===== config.mk =====
export PLATFORM = sky130hd
export DESIGN_NAME = auth_header_param_tokenizer_top_flat
export DESIGN_NICKNAME = d
export VERILOG_FILES = /design/src/hdl/ahtok_pkg.sv /design/src/hdl/ahtok_if.sv /design/src/hdl/ahtok_front.sv /design/src/hdl/ahtok_queue.sv /design/src/hdl/ahtok_back.sv /design/src/hdl/auth_header_param_tokenizer_top.sv /design/src/flat_wrapper.sv
export SDC_FILE = /design/constraint.sdc
export NUM_CORES = 1
export LEC_CHECK = 0
export ABC_AREA = 1
export ABC_CLOCK_PERIOD_IN_PS = 7250
export BUFFER_PORTS_ARGS = -buffer_cell sky130_fd_sc_hd__buf_2
export CORE_MARGIN = 2
export CORE_UTILIZATION = 55
export CTS_BUF_LIST = sky130_fd_sc_hd__clkbuf_4 sky130_fd_sc_hd__clkbuf_8 sky130_fd_sc_hd__clkbuf_16
export DETAILED_ROUTE_END_ITERATION = 7
export PLACE_DENSITY = 0.79
export SLEW_MARGIN = 20
export SYNTH_ARGS = -nofsm -noshare
export SYNTH_HDL_FRONTEND = slang
export SYNTH_SLANG_ARGS = --single-unit

===== constraint.sdc =====
create_clock -name clk -period 7.25 [get_ports clk]
set_clock_uncertainty 0.15 [all_clocks]
set_input_delay 1.45 -clock clk [delete_from_list [all_inputs] [get_ports clk]]
set_output_delay 1.45 -clock clk [all_outputs]
set_load 0.02 [all_outputs]

===== src/hdl/ahtok_pkg.sv =====
package ahtok_pkg;

    // Result kind codes.
    typedef enum logic [2:0] {
        KIND_IGNORE   = 3'd0,
        KIND_KEY      = 3'd1,
        KIND_VALUE    = 3'd2,
        KIND_PAIR_END = 3'd3,
        KIND_ERROR    = 3'd4
    } kind_t;

    // Authentication scheme codes.
    typedef enum logic [1:0] {
        METHOD_NONE   = 2'd0,
        METHOD_BASIC  = 2'd1,
        METHOD_DIGEST = 2'd2
    } method_t;

    localparam logic [7:0] CH_EQ      = 8'h3D;
    localparam logic [7:0] CH_QUOTE   = 8'h22;
    localparam logic [7:0] CH_BSLASH  = 8'h5C;
    localparam logic [7:0] CH_COMMA   = 8'h2C;
    localparam logic [7:0] CH_SPACE   = 8'h20;
    localparam logic [7:0] CH_LOWER_D = 8'h64;
    localparam logic [7:0] CH_LOWER_B = 8'h62;
    localparam logic [7:0] CASE_BIT   = 8'h20;

    localparam logic [2:0] DIGEST_LAST_POS = 3'd6;
    localparam logic [2:0] BASIC_LAST_POS  = 3'd5;

    // One classified byte as it travels from the front end to the parser.
    typedef struct packed {
        logic [7:0] ch;
        logic       last;
        logic       is_letter;
        logic       is_upper;
        logic       is_eq;
        logic       is_quote;
        logic       is_bslash;
        logic       is_comma;
        logic       is_space;
    } byte_class_t;

    // Expected byte of "Digest " at a prefix position.
    function automatic logic [7:0] digest_char(input logic [2:0] pos);
        logic [7:0] c;
        case (pos)
            3'd0:    c = 8'h44;
            3'd1:    c = 8'h69;
            3'd2:    c = 8'h67;
            3'd3:    c = 8'h65;
            3'd4:    c = 8'h73;
            3'd5:    c = 8'h74;
            3'd6:    c = CH_SPACE;
            default: c = 8'h00;
        endcase
        return c;
    endfunction

    // Expected byte of "Basic " at a prefix position.
    function automatic logic [7:0] basic_char(input logic [2:0] pos);
        logic [7:0] c;
        case (pos)
            3'd0:    c = 8'h42;
            3'd1:    c = 8'h61;
            3'd2:    c = 8'h73;
            3'd3:    c = 8'h69;
            3'd4:    c = 8'h63;
            3'd5:    c = CH_SPACE;
            default: c = 8'h00;
        endcase
        return c;
    endfunction

endpackage


===== src/hdl/ahtok_if.sv =====
interface ahtok_in_if;
    logic       valid;
    logic       ready;
    logic [7:0] ch;
    logic       last;

    modport source (output valid, output ch, output last, input ready);
    modport sink   (input valid, input ch, input last, output ready);
endinterface

interface ahtok_out_if;
    import ahtok_pkg::*;
    logic       valid;
    logic       ready;
    kind_t      kind;
    logic [7:0] char_out;
    method_t    method;
    logic       line_done;
    logic       line_ok;

    modport source (output valid, output kind, output char_out, output method,
                    output line_done, output line_ok, input ready);
    modport sink   (input valid, input kind, input char_out, input method,
                    input line_done, input line_ok, output ready);
endinterface


===== src/hdl/ahtok_front.sv =====
module ahtok_front (
    ahtok_in_if.sink               line_bytes,
    input  logic                   q_ready,
    output logic                   push,
    output ahtok_pkg::byte_class_t item
);
    import ahtok_pkg::*;

    logic is_upper;
    logic is_lower;

    // Decode the byte classes once here so the parser tests flags, not byte ranges.
    assign is_upper = (line_bytes.ch >= 8'h41) && (line_bytes.ch <= 8'h5A);
    assign is_lower = (line_bytes.ch >= 8'h61) && (line_bytes.ch <= 8'h7A);

    assign line_bytes.ready = q_ready;
    assign push             = line_bytes.valid && q_ready;

    always_comb
    begin
        item.ch        = line_bytes.ch;
        item.last      = line_bytes.last;
        item.is_letter = is_upper || is_lower;
        item.is_upper  = is_upper;
        item.is_eq     = (line_bytes.ch == CH_EQ);
        item.is_quote  = (line_bytes.ch == CH_QUOTE);
        item.is_bslash = (line_bytes.ch == CH_BSLASH);
        item.is_comma  = (line_bytes.ch == CH_COMMA);
        item.is_space  = (line_bytes.ch == CH_SPACE);
    end

endmodule


===== src/hdl/ahtok_queue.sv =====
module ahtok_queue #(
    parameter int DEPTH = 2
) (
    input  logic                   clk,
    input  logic                   rst_n,
    input  logic                   push,
    input  ahtok_pkg::byte_class_t push_item,
    output logic                   ready,
    input  logic                   pop,
    output logic                   valid,
    output ahtok_pkg::byte_class_t head
);
    import ahtok_pkg::*;

    localparam int IDX_W = (DEPTH > 1) ? $clog2(DEPTH) : 1;
    localparam int CNT_W = $clog2(DEPTH + 1);

    byte_class_t      mem [DEPTH];
    logic [IDX_W-1:0] wr_ptr_reg, wr_ptr_next;
    logic [IDX_W-1:0] rd_ptr_reg, rd_ptr_next;
    logic [CNT_W-1:0] count_reg, count_next;

    assign ready = (count_reg != CNT_W'(DEPTH));
    assign valid = (count_reg != '0);
    assign head  = mem[rd_ptr_reg];

    always_comb
    begin
        wr_ptr_next = wr_ptr_reg;
        rd_ptr_next = rd_ptr_reg;
        count_next  = count_reg;
        if (push)
        begin
            wr_ptr_next = (wr_ptr_reg == IDX_W'(DEPTH - 1)) ? '0 : wr_ptr_reg + 1'b1;
        end
        if (pop)
        begin
            rd_ptr_next = (rd_ptr_reg == IDX_W'(DEPTH - 1)) ? '0 : rd_ptr_reg + 1'b1;
        end
        if (push && !pop)
        begin
            count_next = count_reg + 1'b1;
        end
        else if (pop && !push)
        begin
            count_next = count_reg - 1'b1;
        end
    end

    always_ff @(posedge clk or negedge rst_n)
    begin
        if (!rst_n)
        begin
            wr_ptr_reg <= '0;
            rd_ptr_reg <= '0;
            count_reg  <= '0;
        end
        else
        begin
            wr_ptr_reg <= wr_ptr_next;
            rd_ptr_reg <= rd_ptr_next;
            count_reg  <= count_next;
        end
    end

    always_ff @(posedge clk)
    begin
        if (push)
        begin
            mem[wr_ptr_reg] <= push_item;
        end
    end

endmodule


===== src/hdl/ahtok_back.sv =====
module ahtok_back (
    input  logic                   clk,
    input  logic                   rst_n,
    input  logic                   q_valid,
    input  ahtok_pkg::byte_class_t q_item,
    output logic                   pop,
    ahtok_out_if.source            tokens
);
    import ahtok_pkg::*;

    typedef enum logic [1:0] {
        STAGE_KEY   = 2'd0,
        STAGE_BEGIN = 2'd1,
        STAGE_VALUE = 2'd2,
        STAGE_SEP   = 2'd3
    } stage_t;

    logic [2:0] prefix_pos_reg, prefix_pos_next;
    logic [1:0] match_flags_reg, match_flags_next;
    method_t    scheme_reg, scheme_next;
    stage_t     stage_reg, stage_next;
    logic       escape_reg, escape_next;
    logic       comma_reg, comma_next;
    logic       error_reg, error_next;

    logic       out_valid_reg;
    kind_t      kind_reg, kind_next;
    logic [7:0] char_reg, char_next;
    method_t    method_reg;
    logic       done_reg;
    logic       ok_reg, ok_next;

    logic       digest_ok;
    logic       basic_ok;
    logic [1:0] flags_upd;
    kind_t      key_kind;
    logic [7:0] key_char;

    assign pop = q_valid && (!out_valid_reg || tokens.ready);

    assign tokens.valid     = out_valid_reg;
    assign tokens.kind      = kind_reg;
    assign tokens.char_out  = char_reg;
    assign tokens.method    = method_reg;
    assign tokens.line_done = done_reg;
    assign tokens.line_ok   = ok_reg;

    // Prefix matching: only the first letter may be lower case.
    assign digest_ok = (prefix_pos_reg != 3'd7)
                       && ((q_item.ch == digest_char(prefix_pos_reg))
                           || (prefix_pos_reg == 3'd0 && q_item.ch == CH_LOWER_D));
    assign basic_ok  = (prefix_pos_reg < 3'd6)
                       && ((q_item.ch == basic_char(prefix_pos_reg))
                           || (prefix_pos_reg == 3'd0 && q_item.ch == CH_LOWER_B));
    assign flags_upd = {match_flags_reg[1] && basic_ok, match_flags_reg[0] && digest_ok};

    // Classification of a byte taken as part of a key.
    always_comb
    begin
        if (q_item.is_letter)
        begin
            key_kind = KIND_KEY;
        end
        else if (q_item.is_eq)
        begin
            key_kind = KIND_IGNORE;
        end
        else
        begin
            key_kind = KIND_ERROR;
        end
        key_char = q_item.is_upper ? (q_item.ch | CASE_BIT) : q_item.ch;
    end

    always_comb
    begin
        prefix_pos_next  = prefix_pos_reg;
        match_flags_next = match_flags_reg;
        scheme_next      = scheme_reg;
        stage_next       = stage_reg;
        escape_next      = escape_reg;
        comma_next       = comma_reg;
        error_next       = error_reg;
        kind_next        = KIND_IGNORE;
        char_next        = 8'h00;

        if (!error_reg)
        begin
            if (scheme_reg == METHOD_NONE)
            begin
                match_flags_next = flags_upd;
                if (flags_upd == 2'b00)
                begin
                    kind_next = KIND_ERROR;
                end
                else
                begin
                    if (flags_upd[0] && prefix_pos_reg == DIGEST_LAST_POS)
                    begin
                        scheme_next = METHOD_DIGEST;
                    end
                    else if (flags_upd[1] && prefix_pos_reg == BASIC_LAST_POS)
                    begin
                        scheme_next = METHOD_BASIC;
                    end
                    prefix_pos_next = prefix_pos_reg + 3'd1;
                end
            end
            else
            begin
                case (stage_reg)
                    STAGE_KEY:
                    begin
                        kind_next = key_kind;
                        char_next = key_char;
                        if (q_item.is_eq)
                        begin
                            stage_next = STAGE_BEGIN;
                        end
                    end
                    STAGE_BEGIN:
                    begin
                        if (q_item.is_quote)
                        begin
                            stage_next = STAGE_VALUE;
                        end
                        else
                        begin
                            kind_next = KIND_ERROR;
                        end
                    end
                    STAGE_VALUE:
                    begin
                        if (escape_reg)
                        begin
                            if (q_item.is_quote)
                            begin
                                escape_next = 1'b0;
                                kind_next   = KIND_VALUE;
                                char_next   = q_item.ch;
                            end
                            else
                            begin
                                kind_next = KIND_ERROR;
                            end
                        end
                        else if (q_item.is_bslash)
                        begin
                            escape_next = 1'b1;
                        end
                        else if (q_item.is_quote)
                        begin
                            stage_next = STAGE_SEP;
                            kind_next  = KIND_PAIR_END;
                        end
                        else
                        begin
                            kind_next = KIND_VALUE;
                            char_next = q_item.ch;
                        end
                    end
                    default:
                    begin
                        if (comma_reg)
                        begin
                            // After the comma, the first non-space byte opens a key.
                            if (!q_item.is_space)
                            begin
                                comma_next = 1'b0;
                                kind_next  = key_kind;
                                char_next  = key_char;
                                stage_next = q_item.is_eq ? STAGE_BEGIN : STAGE_KEY;
                            end
                        end
                        else if (q_item.is_comma)
                        begin
                            comma_next = 1'b1;
                        end
                        else if (!q_item.is_space)
                        begin
                            kind_next = KIND_ERROR;
                        end
                    end
                endcase
            end
            if (kind_next == KIND_ERROR)
            begin
                error_next = 1'b1;
            end
        end

        if (kind_next != KIND_KEY && kind_next != KIND_VALUE)
        begin
            char_next = 8'h00;
        end

        ok_next = q_item.last && (scheme_next != METHOD_NONE) && !error_next;
    end

    always_ff @(posedge clk or negedge rst_n)
    begin
        if (!rst_n)
        begin
            prefix_pos_reg  <= 3'd0;
            match_flags_reg <= 2'b11;
            scheme_reg      <= METHOD_NONE;
            stage_reg       <= STAGE_KEY;
            escape_reg      <= 1'b0;
            comma_reg       <= 1'b0;
            error_reg       <= 1'b0;
            out_valid_reg   <= 1'b0;
        end
        else
        begin
            if (pop)
            begin
                if (q_item.last)
                begin
                    prefix_pos_reg  <= 3'd0;
                    match_flags_reg <= 2'b11;
                    scheme_reg      <= METHOD_NONE;
                    stage_reg       <= STAGE_KEY;
                    escape_reg      <= 1'b0;
                    comma_reg       <= 1'b0;
                    error_reg       <= 1'b0;
                end
                else
                begin
                    prefix_pos_reg  <= prefix_pos_next;
                    match_flags_reg <= match_flags_next;
                    scheme_reg      <= scheme_next;
                    stage_reg       <= stage_next;
                    escape_reg      <= escape_next;
                    comma_reg       <= comma_next;
                    error_reg       <= error_next;
                end
                out_valid_reg <= 1'b1;
            end
            else if (tokens.ready)
            begin
                out_valid_reg <= 1'b0;
            end
        end
    end

    always_ff @(posedge clk)
    begin
        if (pop)
        begin
            kind_reg   <= kind_next;
            char_reg   <= char_next;
            method_reg <= scheme_next;
            done_reg   <= q_item.last;
            ok_reg     <= ok_next;
        end
    end

    a_line_end_resets: assert property (@(posedge clk) disable iff (!rst_n)
        pop && q_item.last |=> prefix_pos_reg == 3'd0 && !error_reg
                               && scheme_reg == METHOD_NONE && stage_reg == STAGE_KEY)
        else $error("parser state not cleared after line end");

    a_error_sticks: assert property (@(posedge clk) disable iff (!rst_n)
        pop && !q_item.last && kind_next == KIND_ERROR |=> error_reg)
        else $error("error not recorded");

    a_char_only_for_data: assert property (@(posedge clk) disable iff (!rst_n)
        out_valid_reg && kind_reg != KIND_KEY && kind_reg != KIND_VALUE |-> char_reg == 8'h00)
        else $error("char_out nonzero on a non-data result");

    a_ok_needs_done: assert property (@(posedge clk) disable iff (!rst_n)
        out_valid_reg && ok_reg |-> done_reg && method_reg != METHOD_NONE)
        else $error("line_ok without line end or scheme");

    a_escape_in_value: assert property (@(posedge clk) disable iff (!rst_n)
        escape_reg |-> stage_reg == STAGE_VALUE)
        else $error("escape pending outside a value");

endmodule


===== src/hdl/auth_header_param_tokenizer_top.sv =====
// HTTP authentication header tokenizer. Bytes of one header line arrive on
// line_bytes, one per transfer, with last marking the final byte. The block
// matches the scheme prefix "Digest " or "Basic " (only the first letter may
// be lower case), then splits key="value" pairs and returns exactly one
// result per byte on tokens: its kind (ignored, key char, value char, pair
// end or error), the lower-cased key char or the value char, the scheme
// known so far, and on the last byte line_done with line_ok. After an error
// every byte up to the end of the line is reported as ignored, and an
// unfinished final pair is dropped silently. While tokens is ready, the block
// sustains one byte per clock: a classifier feeds a small queue of
// QUEUE_DEPTH entries, and the parser drains one entry per cycle into an
// output register when that one is empty or being taken. Bytes are held in
// the queue, results in the output register; input flows while a result
// waits until the queue is full. The parser's state update sets that rate.
module auth_header_param_tokenizer_top #(
    parameter int QUEUE_DEPTH = 2
) (
    input  logic        clk,
    input  logic        rst_n,
    ahtok_in_if.sink    line_bytes,
    ahtok_out_if.source tokens
);
    import ahtok_pkg::*;

    logic        q_ready;
    logic        push;
    byte_class_t push_item;
    logic        q_valid;
    logic        pop;
    byte_class_t head;

    // Front end: decode each byte into class flags and push it.
    ahtok_front u_front (
        .line_bytes (line_bytes),
        .q_ready    (q_ready),
        .push       (push),
        .item       (push_item)
    );

    // Queue decoupling the front end from the parser.
    ahtok_queue #(
        .DEPTH (QUEUE_DEPTH)
    ) u_queue (
        .clk       (clk),
        .rst_n     (rst_n),
        .push      (push),
        .push_item (push_item),
        .ready     (q_ready),
        .pop       (pop),
        .valid     (q_valid),
        .head      (head)
    );

    // Back end: prefix match, pair tokenizing and the result register.
    ahtok_back u_back (
        .clk     (clk),
        .rst_n   (rst_n),
        .q_valid (q_valid),
        .q_item  (head),
        .pop     (pop),
        .tokens  (tokens)
    );

endmodule

===== src/flat_wrapper.sv =====
// flat-port wrapper written by rule: the top's interface ports become plain ports
module auth_header_param_tokenizer_top_flat import ahtok_pkg::*;
#(
    parameter int QUEUE_DEPTH = 2
)
  (clk, rst_n, line_bytes_valid, line_bytes_ch, line_bytes_last, line_bytes_ready, tokens_valid, tokens_kind, tokens_char_out, tokens_method, tokens_line_done, tokens_line_ok, tokens_ready);
  ahtok_in_if line_bytes_i ();
  ahtok_out_if tokens_i ();
  input  logic clk;
  input  logic rst_n;
  input wire logic [$bits(line_bytes_i.valid)-1:0] line_bytes_valid;
  input wire logic [$bits(line_bytes_i.ch)-1:0] line_bytes_ch;
  input wire logic [$bits(line_bytes_i.last)-1:0] line_bytes_last;
  output wire logic [$bits(line_bytes_i.ready)-1:0] line_bytes_ready;
  output wire logic [$bits(tokens_i.valid)-1:0] tokens_valid;
  output wire logic [$bits(tokens_i.kind)-1:0] tokens_kind;
  output wire logic [$bits(tokens_i.char_out)-1:0] tokens_char_out;
  output wire logic [$bits(tokens_i.method)-1:0] tokens_method;
  output wire logic [$bits(tokens_i.line_done)-1:0] tokens_line_done;
  output wire logic [$bits(tokens_i.line_ok)-1:0] tokens_line_ok;
  input wire logic [$bits(tokens_i.ready)-1:0] tokens_ready;
  assign line_bytes_i.valid = line_bytes_valid;
  assign line_bytes_i.ch = line_bytes_ch;
  assign line_bytes_i.last = line_bytes_last;
  assign line_bytes_ready = line_bytes_i.ready;
  assign tokens_valid = tokens_i.valid;
  assign tokens_kind = tokens_i.kind;
  assign tokens_char_out = tokens_i.char_out;
  assign tokens_method = tokens_i.method;
  assign tokens_line_done = tokens_i.line_done;
  assign tokens_line_ok = tokens_i.line_ok;
  assign tokens_i.ready = tokens_ready;
  auth_header_param_tokenizer_top #(.QUEUE_DEPTH(QUEUE_DEPTH)) u_core (.clk(clk), .rst_n(rst_n), .line_bytes(line_bytes_i), .tokens(tokens_i));
endmodule

==> results.md <==
* Largest net degree at the start of global routing at 20
* Final-stage net count at 457
* Global-route wire length before repair at 11.0 mm
* Complex-gate fraction of the synthesized area at 9.35%
* Worst-path fanout max at 19
* Die W at 84.0 um
* Fraction of layout cells with a size suffix above 1 at 18.0%
* Clk_lat worst skew at 350 ps
* Synth unique cells at 43
* Vias per cell at 5.27
* Fillers at 534
* Synth warn at 0
* Max-Slew Margin vs Limit at between 30% and 40%
* WS Path Type: primary input to flop
* Status: finished, final reports clean
* Core ar. at 6280 um^2
* Sum Neg Setup Slack at 0 ps
* Final Hold Viols at 0
* Simple-Gate Fraction of Synth Area at 25.0%
* Final setup violation count at 0
* # Post-CTS Setup Buffers at 0
* Fraction of synthesized area in multiplexers at less than 1%
* Routed len/inst at between 10 and 15 um
* Main combinational cell family by area after synthesis: simple AND/OR/NAND/NOR gates
* PortBufs at 29
* DRT iter0 DRCs at 198
* Number of global-route vias before repair at 2,441
* Max FFs per register at 32
* Initial cell density of the core at 56.0%
* CTS buffer count at 9
* DRT antenna net count at 0
* Ant. Diodes at 0
* CTS max path bufs at 2
* Crit start category: primary input
* Routability cong. at 0.871
* HP Class: flop to flop
* Fin Hold WS at ~330 ps
* Synth Area in Adders at under 10%
* Grt ovf at 0
* CTS tree: done
* Crit path buf inv count at 2
* Drt first pass iters at 4
* Synth Net Count at 420
* Worst Path Required at 7310 ps
* Detailed-placement wirelength estimate at 4.72 mm
* Final period util at 46.3%
* Die Y at about 84 um
* Number of synthesized flops with an enable pin at 47
* CP delay by family, top: compound AO/OA/AOI/OAI gates
* Asr flop ratio synth at a little over a quarter
* Synth Register Bits at 64
* DRC errors left at 0
* Row cnt at 29
* Synth Flop Type: edfxtp_1
* Crit-path max cell delay at 750 ps
* Hold_buf cts at 0
* Crit path DAT at 3420 ps
* Commonest non-fill, non-tap cell in the layout: nand2_1
* # Max-Cap Violations at 0
* Die Footprint at 7050 um^2
* Sink Count at 64
* Synth Area in XOR/XNOR at 1.49%
* Leak at 1.80 nW
* Mapped Area at 3520 um^2
* GRT Util Overall at 19.9%
* Crit. End Element: flop
* Register area share after synthesis at 52.3%
* IO Pins at 30
* Worst Max-Slew Pin Slew at 1040 ps
* Initial antenna violation count at 0
* Top reg by flops: u_core.u_queue.mem
* Via count at 2,712
* Final Critical Period at 3350 ps
* Root buffer cell: clkbuf_8
* Cts repair resizes at 0
* Maximum vdd drop at 0.192 mV
* RSZ-0062 raised after global routing: no
* Syn Inst Count at 396
* Clock-pin slew on the worst setup and hold paths at 60 ps
* CTS HTree Levels at 3
* Most frequent CP cell: o21ai_0
* Synthesis-to-finish area growth at 11.4%
* CP max-delay cell: a21oi_2
* Total wire length at approximately 6.6 mm
* Most frequent cells in the layout: nand2_1 (88), inv_1 (55), nor2_1 (49)
* F_max at about 0.30 GHz
* CP Cell Sequence: buf_2 -> nor2_1 -> a21oi_2 -> o21ai_0 -> inv_1 -> o21ai_0 -> nand2_1 -> o21ai_0
* Power density over the cells at 375 nW/um^2
* Avg Cell Area, Syn at 8.88 um^2
* Slew Viols, Final at 0
[worst paths after layout]
kind                                             start                                to  slack (ps)  cells after the start
max                                       tokens_ready        u_core.u_back.stage_reg[1]        3900                      8
min                        u_core.u_queue.count_reg[0]       u_core.u_queue.count_reg[0]         330                      1
max reg2reg                  u_core.u_queue.rd_ptr_reg  u_core.u_back.tokens.char_out[2]        4420                     14
min reg2reg                u_core.u_queue.count_reg[0]       u_core.u_queue.count_reg[0]         330                      1
max in group asynchronous                        rst_n  u_core.u_back.match_flags_reg[0]        5750                      1
min in group asynchronous                        rst_n       u_core.u_back.scheme_reg[0]         870                      1
[synthesized netlist by cell type, types with 3 or more instances]
cell | count | area share (%)
o21ai_0 | 17 | 2.4
o21ai_1 | 3 | 0.43
nand3_1 | 21 | 3.0
xnor2_1 | 3 | 0.75
nand2_1 | 88 | 9.4
edfxtp_1 | 47 | 40
o21ai_2 | 7 | 1.7
nor2_1 | 49 | 5.2
ha_1 | 11 | 3.9
xor2_1 | 3 | 0.75
dfrtp_1 | 15 | 11
nand2_2 | 10 | 1.8
nand4_1 | 5 | 0.89
nor3_1 | 7 | 1.0
inv_1 | 55 | 5.9
nor2_2 | 3 | 0.53
nor4_1 | 4 | 0.71
a21oi_1 | 15 | 2.1
buf_6 | 3 | 0.96
[metal layers]
| layer | track usage [%] | wire, um | up-vias |
|---|---|---|---|
| met5 | 0 | 0 | - |
| met4 | 10.4 | 122 | 0 |
| met3 | 3.26 | 293 | 14 |
| met2 | 30.8 | 3080 | 75 |
| met1 | 27.1 | 3090 | 1241 |
| li1 | - | - | 1382 |
[where the power goes]
part / leakage, nW / internal, mW / switching, mW / total (mW)
Clock: 0.0902 / 0.149 / 0.135 / 0.285
Combinational: 1.05 / 0.191 / 0.407 / 0.599
Sequential: 0.667 / 0.525 / 0.0612 / 0.586
Total: 1.80 / 0.865 / 0.604 / 1.47
[cell families (layout without fill, tap and decap cells)]
kind of cell | Yosys count | count (layout)
flip-flops | 64 | 64
AO/OA/AOI/OAI | 53 | 53
adder cells (fa/ha/maj) | 11 | 11
XOR/XNOR | 6 | 6
AND/OR/NAND/NOR | 197 | 197
multiplexers | 1 | 1
buffers and inverters | 64 | 106
[per-stage QoR]
stage,util [%],power (mW),worst slack (ps),instances,area (um^2)
after CTS,62.4,1.47,3890,515,3920
after global placement,59.5,1.17,3620,499,3730
after floorplan,-,1.05,3580,396,3520
final,62.4,1.47,3900,515,3920
after global routing,62.4,1.58,3650,515,3920
after detailed placement,59.5,1.19,3510,499,3730
[cell type report]
type	instances	area, um^2	area share [%]
clock inverter	3	18.8	0.479
inverter	59	226	5.78
sequential	64	1840	46.9
clock buffer	13	166	4.25
multi-input combinational	268	1410	36.0
timing repair buffer	31	160	4.09
tap	77	96.3	2.46
(Power assumes the default switching activity.)
